<file path="src/sv/text_console_cursor_engine_top_defines.svh">
// Assertion macros shared by the text console cursor engine RTL.
// Each macro expects clk_i and rst_ni to be visible where it is used.
`ifndef TEXT_CONSOLE_CURSOR_ENGINE_TOP_DEFINES_SVH
`define TEXT_CONSOLE_CURSOR_ENGINE_TOP_DEFINES_SVH

// Same-cycle implication, disabled while reset is asserted.
`define TCCE_ASSERT_IMPL(lbl, ante, cons, msg) \
  lbl: assert property (@(posedge clk_i) disable iff (!rst_ni) (ante) |-> (cons)) \
    else $error(msg);

// Next-cycle implication, disabled while reset is asserted.
`define TCCE_ASSERT_NEXT(lbl, ante, cons, msg) \
  lbl: assert property (@(posedge clk_i) disable iff (!rst_ni) (ante) |=> (cons)) \
    else $error(msg);

`endif

</file>
<file path="src/sv/tcce_pkg.sv">
// Shared types, codes and constants of the text console cursor engine.
// No dependencies; imported by the controller, the datapath and the top level.
`default_nettype none

package tcce_pkg;

  localparam int unsigned LINE_SIZE_DEF = 64;

  localparam int unsigned CHAR_W  = 8;
  localparam int unsigned POS_W   = 8;
  localparam int unsigned GCNT_W  = 9;
  localparam int unsigned MLEN_W  = 7;
  localparam int unsigned LEN_W   = 6;
  localparam int unsigned CFG_W   = 9;

  localparam logic [CHAR_W-1:0] CHAR_NL    = 8'h0A;
  localparam logic [CHAR_W-1:0] CHAR_CR    = 8'h0D;
  localparam logic [CHAR_W-1:0] CHAR_BS    = 8'h08;
  localparam logic [CHAR_W-1:0] CHAR_TAB   = 8'h09;
  localparam logic [CHAR_W-1:0] CHAR_QMARK = 8'h3F;
  localparam logic [CHAR_W-1:0] CHAR_SPACE = 8'h20;

  localparam logic [POS_W-1:0]  COLS_RST   = 8'd80;
  localparam logic [POS_W-1:0]  ROWS_RST   = 8'd25;
  localparam logic [GCNT_W-1:0] GLYPHS_RST = 9'd256;

  typedef enum logic [2:0] {
    REQ_PUT    = 3'd0,
    REQ_KEY    = 3'd1,
    REQ_READ   = 3'd2,
    REQ_CLS    = 3'd3,
    REQ_STATUS = 3'd4
  } req_e;

  typedef enum logic [2:0] {
    KIND_DRAW   = 3'd0,
    KIND_CELL   = 3'd1,
    KIND_SCROLL = 3'd2,
    KIND_CLS    = 3'd3,
    KIND_CHAR   = 3'd4,
    KIND_EMPTY  = 3'd5,
    KIND_STATUS = 3'd6
  } kind_e;

  typedef enum logic [1:0] {
    CFG_ENABLED = 2'd0,
    CFG_COLS    = 2'd1,
    CFG_ROWS    = 2'd2,
    CFG_GLYPHS  = 2'd3
  } cfg_idx_e;

  // What an accepted request needs from the sequencer.
  typedef enum logic [2:0] {
    ACT_NONE,
    ACT_DRAW,
    ACT_SCROLL,
    ACT_CELL,
    ACT_ONE,
    ACT_READ
  } act_e;

  // Which result the datapath loads into the output register.
  typedef enum logic [2:0] {
    EM_NONE,
    EM_DRAW,
    EM_SCROLL,
    EM_CELL,
    EM_ONE,
    EM_READ
  } emit_e;

  typedef struct packed {
    logic  accept;
    emit_e emit;
  } cmd_t;

  typedef struct packed {
    act_e act;
    logic draw_scroll;
    logic tab_more;
    logic rd_last;
    logic out_free;
  } stat_t;

endpackage

`default_nettype wire

</file>
<file path="src/sv/tcce_ctrl.sv">
// Sequencer of the text console cursor engine: accepts requests and steps
// through their results. Depends on tcce_pkg and the shared assertion macros.
`default_nettype none
`include "text_console_cursor_engine_top_defines.svh"

module tcce_ctrl
  import tcce_pkg::*;
(
  input  logic  clk_i,
  input  logic  rst_ni,
  input  logic  in_valid_i,
  output logic  in_stall_o,
  input  stat_t stat_i,
  output cmd_t  cmd_o
);

  typedef enum logic [2:0] {
    S_IDLE,
    S_DRAW,
    S_SCROLL,
    S_CELL,
    S_ONE,
    S_READ
  } state_e;

  state_e state_q, state_d;

  assign in_stall_o = (state_q != S_IDLE);

  always_comb begin
    cmd_o.accept = in_valid_i && (state_q == S_IDLE);
    cmd_o.emit   = EM_NONE;
    state_d      = state_q;
    case (state_q)
      S_IDLE: begin
        if (in_valid_i) begin
          case (stat_i.act)
            ACT_DRAW:   state_d = S_DRAW;
            ACT_SCROLL: state_d = S_SCROLL;
            ACT_CELL:   state_d = S_CELL;
            ACT_ONE:    state_d = S_ONE;
            ACT_READ:   state_d = S_READ;
            default:    state_d = S_IDLE;
          endcase
        end
      end
      S_DRAW: begin
        if (stat_i.out_free) begin
          cmd_o.emit = EM_DRAW;
          if (stat_i.draw_scroll) begin
            state_d = S_SCROLL;
          end else if (stat_i.tab_more) begin
            state_d = S_DRAW;
          end else begin
            state_d = S_IDLE;
          end
        end
      end
      S_SCROLL: begin
        if (stat_i.out_free) begin
          cmd_o.emit = EM_SCROLL;
          state_d    = stat_i.tab_more ? S_DRAW : S_IDLE;
        end
      end
      S_CELL: begin
        if (stat_i.out_free) begin
          cmd_o.emit = EM_CELL;
          state_d    = S_IDLE;
        end
      end
      S_ONE: begin
        if (stat_i.out_free) begin
          cmd_o.emit = EM_ONE;
          state_d    = S_IDLE;
        end
      end
      S_READ: begin
        if (stat_i.out_free) begin
          cmd_o.emit = EM_READ;
          if (stat_i.rd_last) begin
            state_d = S_IDLE;
          end
        end
      end
      default: state_d = S_IDLE;
    endcase
  end

  always_ff @(posedge clk_i or negedge rst_ni) begin
    if (!rst_ni) begin
      state_q <= S_IDLE;
    end else begin
      state_q <= state_d;
    end
  end

  `TCCE_ASSERT_IMPL(a_emit_into_free_slot, cmd_o.emit != EM_NONE, stat_i.out_free,
                    "result loaded while the output register is held")
  `TCCE_ASSERT_NEXT(a_read_ends_idle, state_q == S_READ && stat_i.out_free && stat_i.rd_last,
                    state_q == S_IDLE, "read did not finish after its final character")
  `TCCE_ASSERT_NEXT(a_wrap_scrolls, state_q == S_DRAW && stat_i.out_free && stat_i.draw_scroll,
                    state_q == S_SCROLL, "wrap at the bottom row did not scroll")

endmodule

`default_nettype wire

</file>
<file path="src/sv/tcce_dp.sv">
// Datapath of the text console cursor engine: registers, cursor, line store,
// request decode and output register. Depends on tcce_pkg.
`default_nettype none

module tcce_dp
  import tcce_pkg::*;
#(
  parameter int unsigned LINE_SIZE = LINE_SIZE_DEF
) (
  input  logic                 clk_i,
  input  logic                 rst_ni,
  input  logic                 cfg_valid_i,
  input  logic [1:0]           cfg_index_i,
  input  logic [CFG_W-1:0]     cfg_data_i,
  input  logic [2:0]           req_type_i,
  input  logic [CHAR_W-1:0]    char_code_i,
  input  logic [MLEN_W-1:0]    max_len_i,
  input  cmd_t                 cmd_i,
  output stat_t                stat_o,
  output logic                 out_valid_o,
  input  logic                 out_stall_i,
  output logic [2:0]           kind_o,
  output logic [POS_W-1:0]     col_o,
  output logic [POS_W-1:0]     row_o,
  output logic [CHAR_W-1:0]    glyph_code_o,
  output logic [LEN_W-1:0]     line_length_o,
  output logic                 line_is_ready_o,
  output logic                 last_o
);

  localparam int unsigned CW = $clog2(LINE_SIZE);
  localparam logic [CW:0] LS_W = (CW+1)'(LINE_SIZE);

  // Configuration registers.
  logic              en_q;
  logic [POS_W-1:0]  cols_q, rows_q;
  logic [GCNT_W-1:0] glyphs_q;

  // Console state.
  logic [POS_W-1:0]  ccol_q, ccol_d, crow_q, crow_d;
  logic [CW-1:0]     count_q, count_d;
  logic              done_q, done_d;
  logic [CHAR_W-1:0] line_mem [LINE_SIZE];
  logic [CHAR_W-1:0] rdata_q;
  logic [CW-1:0]     raddr;
  logic              wr_en;

  // Per-request working registers.
  logic [1:0]        tab_q, tab_d;
  logic [CHAR_W-1:0] glyph_q, glyph_d;
  kind_e             one_kind_q, one_kind_d;
  logic [CW-1:0]     rlen_q, rlen_d, res_len_q, res_len_d;
  logic [CW-1:0]     ridx_q, ridx_d;

  // Output register.
  logic              ov_q, ov_d;
  kind_e             okind_q, okind_d;
  logic [POS_W-1:0]  ocol_q, ocol_d, orow_q, orow_d;
  logic [CHAR_W-1:0] oglyph_q, oglyph_d;
  logic [CW-1:0]     olen_q, olen_d;
  logic              ordy_q, ordy_d, olast_q, olast_d;

  logic [POS_W-1:0]  cols_eff, rows_eff;
  logic              wrap, draw_scroll, nl_scroll, tab_more;
  logic              put_go, rd_go;
  logic [CHAR_W-1:0] draw_ch;
  logic [MLEN_W-1:0] cnt7, rl7;
  act_e              act;

  assign cols_eff    = (cols_q == '0) ? POS_W'(1) : cols_q;
  assign rows_eff    = (rows_q == '0) ? POS_W'(1) : rows_q;
  assign wrap        = ({1'b0, ccol_q} + 9'd1) >= {1'b0, cols_eff};
  assign nl_scroll   = ({1'b0, crow_q} + 9'd1) >= {1'b0, rows_eff};
  assign draw_scroll = wrap && nl_scroll;
  assign tab_more    = (tab_q != 2'd0);
  assign draw_ch     = (char_code_i == CHAR_TAB) ? CHAR_SPACE : char_code_i;

  assign cnt7 = MLEN_W'(count_q);
  assign rl7  = (cnt7 >= max_len_i) ? (max_len_i - MLEN_W'(1)) : cnt7;

  // Request decode and the state changes made at acceptance.
  always_comb begin
    act        = ACT_NONE;
    put_go     = 1'b0;
    rd_go      = 1'b0;
    wr_en      = 1'b0;
    one_kind_d = one_kind_q;
    ccol_d     = ccol_q;
    crow_d     = crow_q;
    count_d    = count_q;
    done_d     = done_q;
    rlen_d     = rlen_q;
    case (req_type_i)
      REQ_PUT: put_go = en_q;
      REQ_KEY: begin
        if (en_q && !done_q) begin
          if (char_code_i == CHAR_NL) begin
            put_go = 1'b1;
            done_d = 1'b1;
          end else if (char_code_i == CHAR_BS) begin
            if (count_q != '0) begin
              put_go  = 1'b1;
              count_d = count_q - CW'(1);
            end
          end else if (({1'b0, count_q} + (CW+1)'(1)) < LS_W) begin
            put_go  = 1'b1;
            wr_en   = 1'b1;
            count_d = count_q + CW'(1);
          end
        end
      end
      REQ_READ: begin
        rd_go      = (max_len_i != '0) && done_q;
        rlen_d     = rd_go ? CW'(rl7) : '0;
        one_kind_d = KIND_EMPTY;
        if (rd_go) begin
          count_d = '0;
          done_d  = 1'b0;
        end
        act = (rd_go && rl7 != '0) ? ACT_READ : ACT_ONE;
      end
      REQ_CLS: begin
        if (en_q) begin
          act        = ACT_ONE;
          one_kind_d = KIND_CLS;
          ccol_d     = '0;
          crow_d     = '0;
        end
      end
      REQ_STATUS: begin
        act        = ACT_ONE;
        one_kind_d = KIND_STATUS;
      end
      default: act = ACT_NONE;
    endcase
    if (put_go) begin
      case (char_code_i)
        CHAR_NL: begin
          ccol_d = '0;
          if (nl_scroll) begin
            crow_d = rows_eff - POS_W'(1);
            act    = ACT_SCROLL;
          end else begin
            crow_d = crow_q + POS_W'(1);
          end
        end
        CHAR_CR: ccol_d = '0;
        CHAR_BS: begin
          if (ccol_q != '0) begin
            ccol_d = ccol_q - POS_W'(1);
            act    = ACT_CELL;
          end
        end
        default: act = ACT_DRAW;
      endcase
    end
    res_len_d = (req_type_i == REQ_READ) ? rlen_d : count_d;
  end

  assign stat_o.act         = act;
  assign stat_o.draw_scroll = draw_scroll;
  assign stat_o.tab_more    = tab_more;
  assign stat_o.rd_last     = ({1'b0, ridx_q} + (CW+1)'(1)) == {1'b0, rlen_q};
  assign stat_o.out_free    = !ov_q || !out_stall_i;

  // Line store fetched ahead so an unstalled read streams one character a cycle.
  always_comb begin
    if (cmd_i.accept) begin
      raddr = '0;
    end else if (cmd_i.emit == EM_READ) begin
      raddr = ridx_q + CW'(1);
    end else begin
      raddr = ridx_q;
    end
  end

  always_ff @(posedge clk_i) begin
    if (cmd_i.accept && wr_en) begin
      line_mem[count_q] <= char_code_i;
    end
    rdata_q <= line_mem[raddr];
  end

  // Emission: load the output register and advance the cursor or read index.
  always_comb begin
    tab_d    = tab_q;
    glyph_d  = glyph_q;
    ridx_d   = ridx_q;
    ov_d     = ov_q && out_stall_i;
    okind_d  = okind_q;
    ocol_d   = ocol_q;
    orow_d   = orow_q;
    oglyph_d = oglyph_q;
    olen_d   = olen_q;
    ordy_d   = ordy_q;
    olast_d  = olast_q;
    if (cmd_i.accept) begin
      tab_d   = (char_code_i == CHAR_TAB) ? 2'd3 : 2'd0;
      glyph_d = ({1'b0, draw_ch} >= glyphs_q) ? CHAR_QMARK : draw_ch;
      ridx_d  = '0;
    end
    if (cmd_i.emit != EM_NONE) begin
      ov_d     = 1'b1;
      ocol_d   = '0;
      orow_d   = '0;
      oglyph_d = '0;
      olen_d   = res_len_q;
      ordy_d   = done_q;
      olast_d  = 1'b1;
      case (cmd_i.emit)
        EM_DRAW: begin
          okind_d  = KIND_DRAW;
          ocol_d   = ccol_q;
          orow_d   = crow_q;
          oglyph_d = glyph_q;
          olast_d  = !draw_scroll && !tab_more;
          if (!draw_scroll && tab_more) begin
            tab_d = tab_q - 2'd1;
          end
        end
        EM_SCROLL: begin
          okind_d = KIND_SCROLL;
          olast_d = !tab_more;
          if (tab_more) begin
            tab_d = tab_q - 2'd1;
          end
        end
        EM_CELL: begin
          okind_d = KIND_CELL;
          ocol_d  = ccol_q;
          orow_d  = crow_q;
        end
        EM_ONE: okind_d = one_kind_q;
        EM_READ: begin
          okind_d  = KIND_CHAR;
          oglyph_d = rdata_q;
          olast_d  = stat_o.rd_last;
          ridx_d   = ridx_q + CW'(1);
        end
        default: okind_d = okind_q;
      endcase
    end
  end

  always_ff @(posedge clk_i or negedge rst_ni) begin
    if (!rst_ni) begin
      en_q     <= 1'b0;
      cols_q   <= COLS_RST;
      rows_q   <= ROWS_RST;
      glyphs_q <= GLYPHS_RST;
      ccol_q   <= '0;
      crow_q   <= '0;
      count_q  <= '0;
      done_q   <= 1'b0;
      ov_q     <= 1'b0;
    end else begin
      if (cfg_valid_i) begin
        case (cfg_index_i)
          CFG_ENABLED: en_q     <= cfg_data_i[0];
          CFG_COLS:    cols_q   <= cfg_data_i[POS_W-1:0];
          CFG_ROWS:    rows_q   <= cfg_data_i[POS_W-1:0];
          CFG_GLYPHS:  glyphs_q <= cfg_data_i;
          default:     en_q     <= en_q;
        endcase
      end
      if (cmd_i.accept) begin
        ccol_q  <= ccol_d;
        crow_q  <= crow_d;
        count_q <= count_d;
        done_q  <= done_d;
      end else if (cmd_i.emit == EM_DRAW) begin
        if (wrap) begin
          ccol_q <= '0;
          crow_q <= nl_scroll ? (rows_eff - POS_W'(1)) : (crow_q + POS_W'(1));
        end else begin
          ccol_q <= ccol_q + POS_W'(1);
        end
      end
      ov_q <= ov_d;
    end
  end

  always_ff @(posedge clk_i) begin
    if (cmd_i.accept) begin
      one_kind_q <= one_kind_d;
      rlen_q     <= rlen_d;
      res_len_q  <= res_len_d;
    end
    tab_q    <= tab_d;
    glyph_q  <= glyph_d;
    ridx_q   <= ridx_d;
    okind_q  <= okind_d;
    ocol_q   <= ocol_d;
    orow_q   <= orow_d;
    oglyph_q <= oglyph_d;
    olen_q   <= olen_d;
    ordy_q   <= ordy_d;
    olast_q  <= olast_d;
  end

  assign out_valid_o     = ov_q;
  assign kind_o          = okind_q;
  assign col_o           = ocol_q;
  assign row_o           = orow_q;
  assign glyph_code_o    = oglyph_q;
  assign line_length_o   = LEN_W'(olen_q);
  assign line_is_ready_o = ordy_q;
  assign last_o          = olast_q;

endmodule

`default_nettype wire

</file>
<file path="src/sv/text_console_cursor_engine_top.sv">
// Text console cursor engine. Requests (put character, keyboard input, read
// line, clear screen, status) are taken one at a time; the engine then issues
// its results one per cycle from an output register while the output is not
// stalled: none for a carriage return, one for most characters, up to eight for
// a tab that wraps and scrolls, and up to LINE_SIZE-1 characters for a read.
// The input is stalled until the last result is loaded. The sequencer, not the
// datapath, sets this pace. The line store is a single-port-read memory whose
// read address runs one entry ahead, which lets a read stream one character per
// cycle while the output is not stalled. Configuration is written through a
// port that is always ready. Depends on tcce_pkg, tcce_ctrl and tcce_dp.
`default_nettype none

module text_console_cursor_engine_top
  import tcce_pkg::*;
#(
  parameter int unsigned LINE_SIZE = LINE_SIZE_DEF
) (
  input  logic              clk_i,
  input  logic              rst_ni,
  input  logic              cfg_valid_i,
  output logic              cfg_ready_o,
  input  logic [1:0]        cfg_index_i,
  input  logic [CFG_W-1:0]  cfg_data_i,
  input  logic              in_valid_i,
  output logic              in_stall_o,
  input  logic [2:0]        req_type_i,
  input  logic [CHAR_W-1:0] char_code_i,
  input  logic [MLEN_W-1:0] max_len_i,
  output logic              out_valid_o,
  input  logic              out_stall_i,
  output logic [2:0]        kind_o,
  output logic [POS_W-1:0]  col_o,
  output logic [POS_W-1:0]  row_o,
  output logic [CHAR_W-1:0] glyph_code_o,
  output logic [LEN_W-1:0]  line_length_o,
  output logic              line_is_ready_o,
  output logic              last_o
);

  cmd_t  cmd;
  stat_t stat;

  assign cfg_ready_o = 1'b1;

  tcce_ctrl u_ctrl (
    .clk_i      (clk_i),
    .rst_ni     (rst_ni),
    .in_valid_i (in_valid_i),
    .in_stall_o (in_stall_o),
    .stat_i     (stat),
    .cmd_o      (cmd)
  );

  tcce_dp #(
    .LINE_SIZE (LINE_SIZE)
  ) u_dp (
    .clk_i           (clk_i),
    .rst_ni          (rst_ni),
    .cfg_valid_i     (cfg_valid_i),
    .cfg_index_i     (cfg_index_i),
    .cfg_data_i      (cfg_data_i),
    .req_type_i      (req_type_i),
    .char_code_i     (char_code_i),
    .max_len_i       (max_len_i),
    .cmd_i           (cmd),
    .stat_o          (stat),
    .out_valid_o     (out_valid_o),
    .out_stall_i     (out_stall_i),
    .kind_o          (kind_o),
    .col_o           (col_o),
    .row_o           (row_o),
    .glyph_code_o    (glyph_code_o),
    .line_length_o   (line_length_o),
    .line_is_ready_o (line_is_ready_o),
    .last_o          (last_o)
  );

endmodule

`default_nettype wire
</file>
<file path="config.mk">
export PLATFORM = sky130hd
export DESIGN_NAME = text_console_cursor_engine_top
export DESIGN_NICKNAME = d
export VERILOG_FILES = /design/src/sv/tcce_pkg.sv /design/src/sv/tcce_ctrl.sv /design/src/sv/tcce_dp.sv /design/src/sv/text_console_cursor_engine_top.sv
export VERILOG_INCLUDE_DIRS = /design/src /design/src/sv
export SDC_FILE = /design/constraint.sdc
export NUM_CORES = 1
export LEC_CHECK = 0
export BUFFER_PORTS_ARGS = -buffer_cell sky130_fd_sc_hd__buf_4
export CORE_MARGIN = 2
export CORE_UTILIZATION = 51
export CTS_BUF_LIST = sky130_fd_sc_hd__clkbuf_16
export CTS_CLUSTER_SIZE = 24
export DETAILED_ROUTE_END_ITERATION = 12
export GPL_ROUTABILITY_DRIVEN = 0
export GPL_TIMING_DRIVEN = 0
export PLACE_DENSITY = 0.67
export SKIP_LAST_GASP = 1
export SYNTH_ARGS = -nofsm -noshare
export SYNTH_HDL_FRONTEND = slang
export SYNTH_SLANG_ARGS = --single-unit
</file>
<file path="constraint.sdc">
create_clock -name clk_i -period 4.08 [get_ports clk_i]
set_input_delay 0.816 -clock clk_i [delete_from_list [all_inputs] [get_ports clk_i]]
set_output_delay 0.816 -clock clk_i [all_outputs]
set_load 0.1 [all_outputs]
</file>
# Word level (Yosys, flattened, before mapping)

Memories as Yosys holds them, arrays and structs flattened. A register that Yosys moved wholly into a read port is not among the register bits.
Index checks and enable logic that the tools add are counted.

Bits in writable memories: 512
Memory bits (read-only): 0
Flip-flop bits (word level): 119
Bits in latches: 0
Input bits: 34
Memories: 1

Multipliers: 0
Reduce and logical (&&, ||, !) cells: 44
Muxes and demuxes: 86
Add/sub/neg operators: 13
Bitwise logic cells: 0
Divide/modulo/power cells: 0
Order comparisons: 5
Shifts and indexed selects: 0
Eq/ne operators: 37

Memory list:

| memory        | depth | width | rd ports | clocked after Yosys merged registers in | write ports | RTL line      | source |
|---|---|---|---|---|---|---|---|
| u_dp.line_mem | 64    | 8     | 1        | 1                                       | 1           | tcce_dp.sv:43 | `logic [CHAR_W-1:0] line_mem [LINE_SIZE];` |

Operators with widths:

| kind                                                                     | count |
|---|---|
| 8-bit 2-to-1 mux                                                         | 18 |
| 6-bit 2-to-1 mux                                                         | 14 |
| 3-bit one-hot mux with 5 select lines                                    | 4 |
| 3-bit 2-to-1 mux                                                         | 14 |
| 8-bit by 4-bit equality test with 1-bit output (second input constant)   | 4 |
| 8-bit one-hot mux with 2 select lines                                    | 2 |
| 3-bit one-hot mux with 3 select lines                                    | 3 |
| 3-bit by 2-bit equality test with 1-bit output (second input constant)   | 8 |
| 3-bit equality test (second input constant)                              | 7 |
| 8-bit by 1-bit adder with 9-bit output (second input constant)           | 2 |
| 9-bit by 8-bit >= comparator with 1-bit output                           | 2 |
| 1-bit 2-to-1 mux                                                         | 18 |
| 8-bit by 1-bit adder with 8-bit output (second input constant)           | 2 |
| 8-bit logical NOT                                                        | 2 |
| 8-bit by 1-bit subtractor with 8-bit output (second input constant)      | 2 |
| 6-bit by 1-bit adder with 7-bit output (second input constant)           | 2 |
| 2-bit 2-to-1 mux                                                         | 7 |
| 7-bit nonzero test                                                       | 2 |
| 6-bit by 1-bit adder with 6-bit output (second input constant)           | 2 |
| 3-bit by 1-bit equality test with 1-bit output (second input constant)   | 4 |
| 6-bit one-hot mux with 2 select lines                                    | 1 |
| 2-bit AND reduction                                                      | 6 |
| 2-bit by 1-bit inequality test with 1-bit output (second input constant) | 5 |
| 2-bit inequality test (second input constant)                            | 5 |
| 27 further kinds                                                         | 49 |

# Longest topological paths before layout

Depth after elaboration: 13
Depth in mapped cells: 13
Depth with buffers taken out: 13

# Modules after synthesis

Synthesis repeated with hierarchy kept, for this count alone.

Cell total of the unflattened synthesis: 2209
Area, all modules: 28379.7 um2

By module, submodules not included:

| module                         | seq. area each (um2) | cells an instance | times used | area an instance (um2) |
|---|---|---|---|---|
| tcce_dp                        | 18695.4              | 2173              | 1          | 28094.4 |
| tcce_ctrl                      | 75.1                 | 34                | 1          | 274.0 |
| text_console_cursor_engine_top | 0.0                  | 2                 | 1          | 11.3 |

# Worst setup path after synthesis

Ideal clock, no wire load.

Kind: in2reg
Start point: input char_code_i[5]
End point: register u_dp.glyph_q[0] (data pin)
Required time: 3.796 ns
Arrival time: 3.743 ns
Slack: 0.054 ns
Stages on the path: 13
Buffers on the path: 0
Cells stage by stage: nor4_1 > nand2_1 > or3_1 > nand2_1 > ha_1 > nand2b_1 > a21o_1 > a21o_1 > a21o_1 > a21o_1 > a21o_1 > a211oi_1 > o31ai_1

Longest elaborated chain between the ends: 3

RTL lines:

| element                                        | RTL line                             | source |
|---|---|---|
| start, declared                                | text_console_cursor_engine_top.sv:27 | `input logic [CHAR_W-1:0] char_code_i,` |
| 8-bit by 4-bit equality test with 1-bit output | tcce_dp.sv:76                        | `assign draw_ch = (char_code_i == CHAR_TAB) ? CHAR_SPACE : char_code_i;` |
| 8-bit 2-to-1 mux *                             | tcce_dp.sv:76                        |  |
| 8-bit by 9-bit >= comparator with 1-bit output | tcce_dp.sv:199                       | `glyph_d = ({1'b0, draw_ch} >= glyphs_q) ? CHAR_QMARK : draw_ch;` |
| end signal, assigned                           | tcce_dp.sv:290                       | `glyph_q <= glyph_d;` |
| end, declared                                  | tcce_dp.sv:50                        | `logic [CHAR_W-1:0] glyph_q, glyph_d;` |

Every way passes the cells marked *; elsewhere a longest branch is shown, timed or not.
A chain may end at the register's enable or synchronous reset.

# Worst setup path in the final report

Start point: register u_ctrl.state_q[2]
End point: register u_dp.rdata_q[3], read port of u_dp.line_mem

Longest elaborated chain between the ends: 5
Elaborated cells on any way between the ends: 11
Those cells by class: 6 x eq/ne; 3 x mux; 2 x reduce/logical

RTL lines:

| element                                           | RTL line        | source |
|---|---|---|
| start, declared                                   | tcce_ctrl.sv:26 | `state_e state_q, state_d;` |
| start signal, assigned                            | tcce_ctrl.sv:93 | `state_q <= state_d;` |
| 3-bit equality test, or another cell as far along | tcce_ctrl.sv:34 | `case (state_q)` |
| 3-bit one-hot mux with 5 select lines             | tcce_ctrl.sv:34 |  |
| 3-bit equality test                               | tcce_dp.sv:170  | `end else if (cmd_i.emit == EM_READ) begin` |
| 6-bit 2-to-1 mux                                  | tcce_dp.sv:170  |  |
| 6-bit 2-to-1 mux *                                | tcce_dp.sv:168  | `if (cmd_i.accept) begin` |
| end, declared                                     | tcce_dp.sv:44   | `logic [CHAR_W-1:0] rdata_q;` |

Marks and branches as above.

==> summary.md <==
| Metric | Value |
|---|---|
| CTS H-tree lvls | `3` |
| Synthesis-stage register bit count | `639` |
| Most common cell in the synthesized netlist | `edfxtp_1` |
| FP Rows | `85` |
| Boundary Pins | `72` |
| Clock skew | `35.2 ps` |
| Clk slew on worst S/H paths | `60 ps` |
| Initial Util | `51.5%` |
| Number of global-route vias before repair | `18.0k` |
| Num CTS Buffers | `68` |
| Clock buffer depth | `3` |
| P_int | `12.1 mW` |
| Main synth FF type | `edfxtp_1` |
| Antenna cells | `0` |
| Rel. slew slack | `13.6%` |
| Combinational share of power | `24.3%` |
| Initial antenna violation count | `0` |
| PwrDens | `576 nW/um^2` |
| Ranking of synthesized cells by area | `edfxtp_1 (62%), nand2_1 (5.9%), dfrtp_1 (4.3%)` |
| RSZ-0062 raised after global routing | `yes` |
| IO Port Bufs | `70` |
| Die Wd | `237 microns` |
| Actual slew at the worst max-slew pin | `1280 ps` |
| Critical path startpoint | `u_ctrl.state_q[2]` |
| CP endpoint | `u_dp.rdata_q[3]` |
| CTS sink cnt | `639` |
| Hold Slack | `256 ps` |
| Final worst slack | `38.8 ps` |
| Total GRT Usage | `25.9%` |
| FF-to-FF Start | `u_ctrl.state_q[2]` |
| Router iterations before antenna repair | `6` |
| HPWL after DPL | `48,000 microns` |
| Worst Path Required | `4500 ps` |
| Status | `finished clean` |
| First-pass GRT wire length | `108,000 microns` |
| Yosys top cell area share | `62.0%` |
| Post-synth ARST share | `8.29%` |
| Detail Route Antenna Nets | `0` |
| Remaining Overflow, GRT | `0` |
| P_leak | `11.7 nW` |
| CTS tree | `built` |
| WS Path Type | `reg2reg` |
| Root buf cell | `clkbuf_16` |
| Final min period | `4040 ps` |
| Fmax achieved | `0.247 GHz` |
| Startpoint types | `register` |
| Layout Nets | `2,358` |
| Largest net degree at the start of global routing | `72` |
| Synth warn | `0` |
| Layout area overhead | `13.8%` |
| DR iter-0 viols | `2,083` |
| Via/cell ratio | `6.12` |
| Worst r2r dst | `u_dp.rdata_q[3]` |
| Worst-Skew Late Latency | `610 ps` |
| Die area | `56,000 sq um` |
| Max cap viols | `0` |
| NetSw | `5.99 mW` |
| Final setup vio count | `0` |
| Cell depth of the worst flop-to-flop path | `10` |
| Final Max Slew Viols | `0` |
| Switching portion of total power | `33.1%` |
| Syn nets | `2,219` |
| Dpl ws | `-1030 ps` |
| Post-synthesis cell type count | `78` |
| # Post-CTS Setup Buffers | `0` |
| HP Class | `in2async` |
| Remaining DRCs | `0` |
| Sequential area share after synthesis | `68.0%` |
| Area leader, netlist | `edfxtp_1` |
| Crit end category | `register` |
| Syn Area/Cell | `12.9 sq um` |
| Core area | `53,600 sq um` |
| Clock share of power | `32.2%` |
| Die Y | `237 microns` |
| Post-synth EDFFs | `570` |
| Syn Inst Count | `2,145` |
| Layout cells sized above 1 | `14.7%` |
| Max FO, Critical Path | `10` |
| Synth top cells by count | `edfxtp_1 (570), nand2_1 (432), nor2_1 (112)` |
| Cell Area, Synth | `27,600 sq um` |
| Final hold violation count | `0` |
| Final Cycle Share | `99.0%` |
| Detailed-route wire length | `72,300 microns` |
| Vias post-DR | `18.6k` |
| Max VDD drop | `0.000475 V` |
| Sequential Power Share | `43.5%` |
| Routed len/inst | `23.8 microns` |
| Internal reg-to-reg setup slack | `40 ps` |
| Crit path DAT | `4470 ps` |
## area by class of cell
class / count / area, sq um
Sequential cell: 639 / 18800
Timing Repair Buffer: 70 / 552
Clock buffer: 71 / 1780
Tap cell: 696 / 871
Clock inverter: 54 / 347
Multi-Input combinational cell: 1326 / 8190
Fill cell: 4233 / 22200
Buffer: 130 / 707
Inverter: 49 / 185
## cells in the final DEF, fill, tap and decap left out, drive strengths merged, types with 37 or more instances in the layout
master / synthesis / layout
nor2: 112 / 112
o21ai: 45 / 45
a31oi: 39 / 39
clkbuf: 65 / 135
inv: 48 / 78
buf: 66 / 136
mux2i: 71 / 71
a21oi: 57 / 57
dfrtp: 47 / 47
edfxtp: 570 / 570
and3: 69 / 69
nand2: 433 / 433
nor4: 47 / 47
ha: 40 / 40
a221oi: 37 / 37
nand3: 65 / 65
## through the flow
step	setup TNS [ps]	cells	cell area [sq um]	utilization (%)	power (mW)
2_1_floorplan	0	2145	27600	-	11.1
3_3_place_gp	-269980	2911	29000	54.1	12.2
3_5_place_dp	-343210	2911	29000	54.1	12.3
4_1_cts	-2450	3035	31200	58.2	18.1
5_1_grt	-7340	3035	31400	58.6	18.7
6_report	0	3035	31400	58.6	18.1
## routing by layer
metal	vias to the layer above	global-route usage [%]	part of all wire [%]
met5	-	0	0
met4	0	11.2	4.0
met3	175	5.36	8.4
met2	903	42.1	48
met1	9170	33.8	40
li1	8332	-	-
## flip-flops by register name (all words and copies together) (netlist names), 2 cells and up
register / count
u_dp.res_len_q: 6
u_dp.cols_q: 8
u_dp.count_q: 6
u_dp.rows_q: 8
u_dp.tab_q: 2
u_dp.row_o: 8
u_dp.glyph_q: 8
u_dp.ridx_q: 6
u_dp.kind_o: 3
u_dp.ccol_q: 8
u_dp.col_o: 8
u_dp.rdata_q: 8
u_dp.glyphs_q: 9
u_dp.line_length_o: 6
u_ctrl.state_q: 3
u_dp.one_kind_q: 3
u_dp.glyph_code_o: 8
u_dp.rlen_q: 6
u_dp.crow_q: 8
u_dp.line_mem: 512
## timing repair
action / CTS / global route
pin swaps: 0 / 0
gates resized for setup: 22 / 65
hold buffers: 0 / 0
endpoints found under the setup margin: 218 / 471
endpoints found under the hold margin: 0 / 0
## critical path, cell delays in order, from the launching register on
cell and delay (ps):
dfrtp_1 440, or4b_1 550, buf_2 210, nand3_1 140, and2_1 140, buf_2 190
clkbuf_1 470, clkbuf_1 540, a221oi_1 290, nor4_1 650, nor4_1 220
## power by group through the flow
stage / Clock (mW) / Combinational (mW) / Sequential [mW]
floorplan: 0 / 1.93 / 9.17
global route: 6.16 / 4.66 / 7.90
CTS: 5.90 / 4.36 / 7.86
finish: 5.83 / 4.39 / 7.86
global placement: 0 / 4.25 / 7.99
detailed placement: 0 / 4.34 / 7.99
## worst min-delay path by stage
stage / from / slack [ps] / depth (start not counted) / endpoint
after floorplan: u_dp.res_len_q[0] / 400 / 0 / u_dp.line_length_o[0]
after global placement: u_dp.res_len_q[3] / 410 / 0 / u_dp.line_length_o[3]
after detailed placement: u_dp.res_len_q[5] / 410 / 0 / u_dp.line_length_o[5]
after CTS: rst_ni / 260 / 1 / u_dp.count_q[1]
after global routing: rst_ni / 280 / 1 / u_dp.count_q[1]
final: rst_ni / 260 / 1 / u_dp.count_q[1]
## cell families after synthesis
group	Yosys count	share of synthesized area, %
muxes	99	3.72
other	1	0.0136
buffers and inverters	180	3.24
xor gates and xnor gates	32	1.07
DFF	639	68.0
and+or+nand+nor	821	13.4
AOI/OAI and AO/OA	333	8.68
adders and majority gates	40	1.81
No activity file was read; power rests on OpenSTA's default activity.
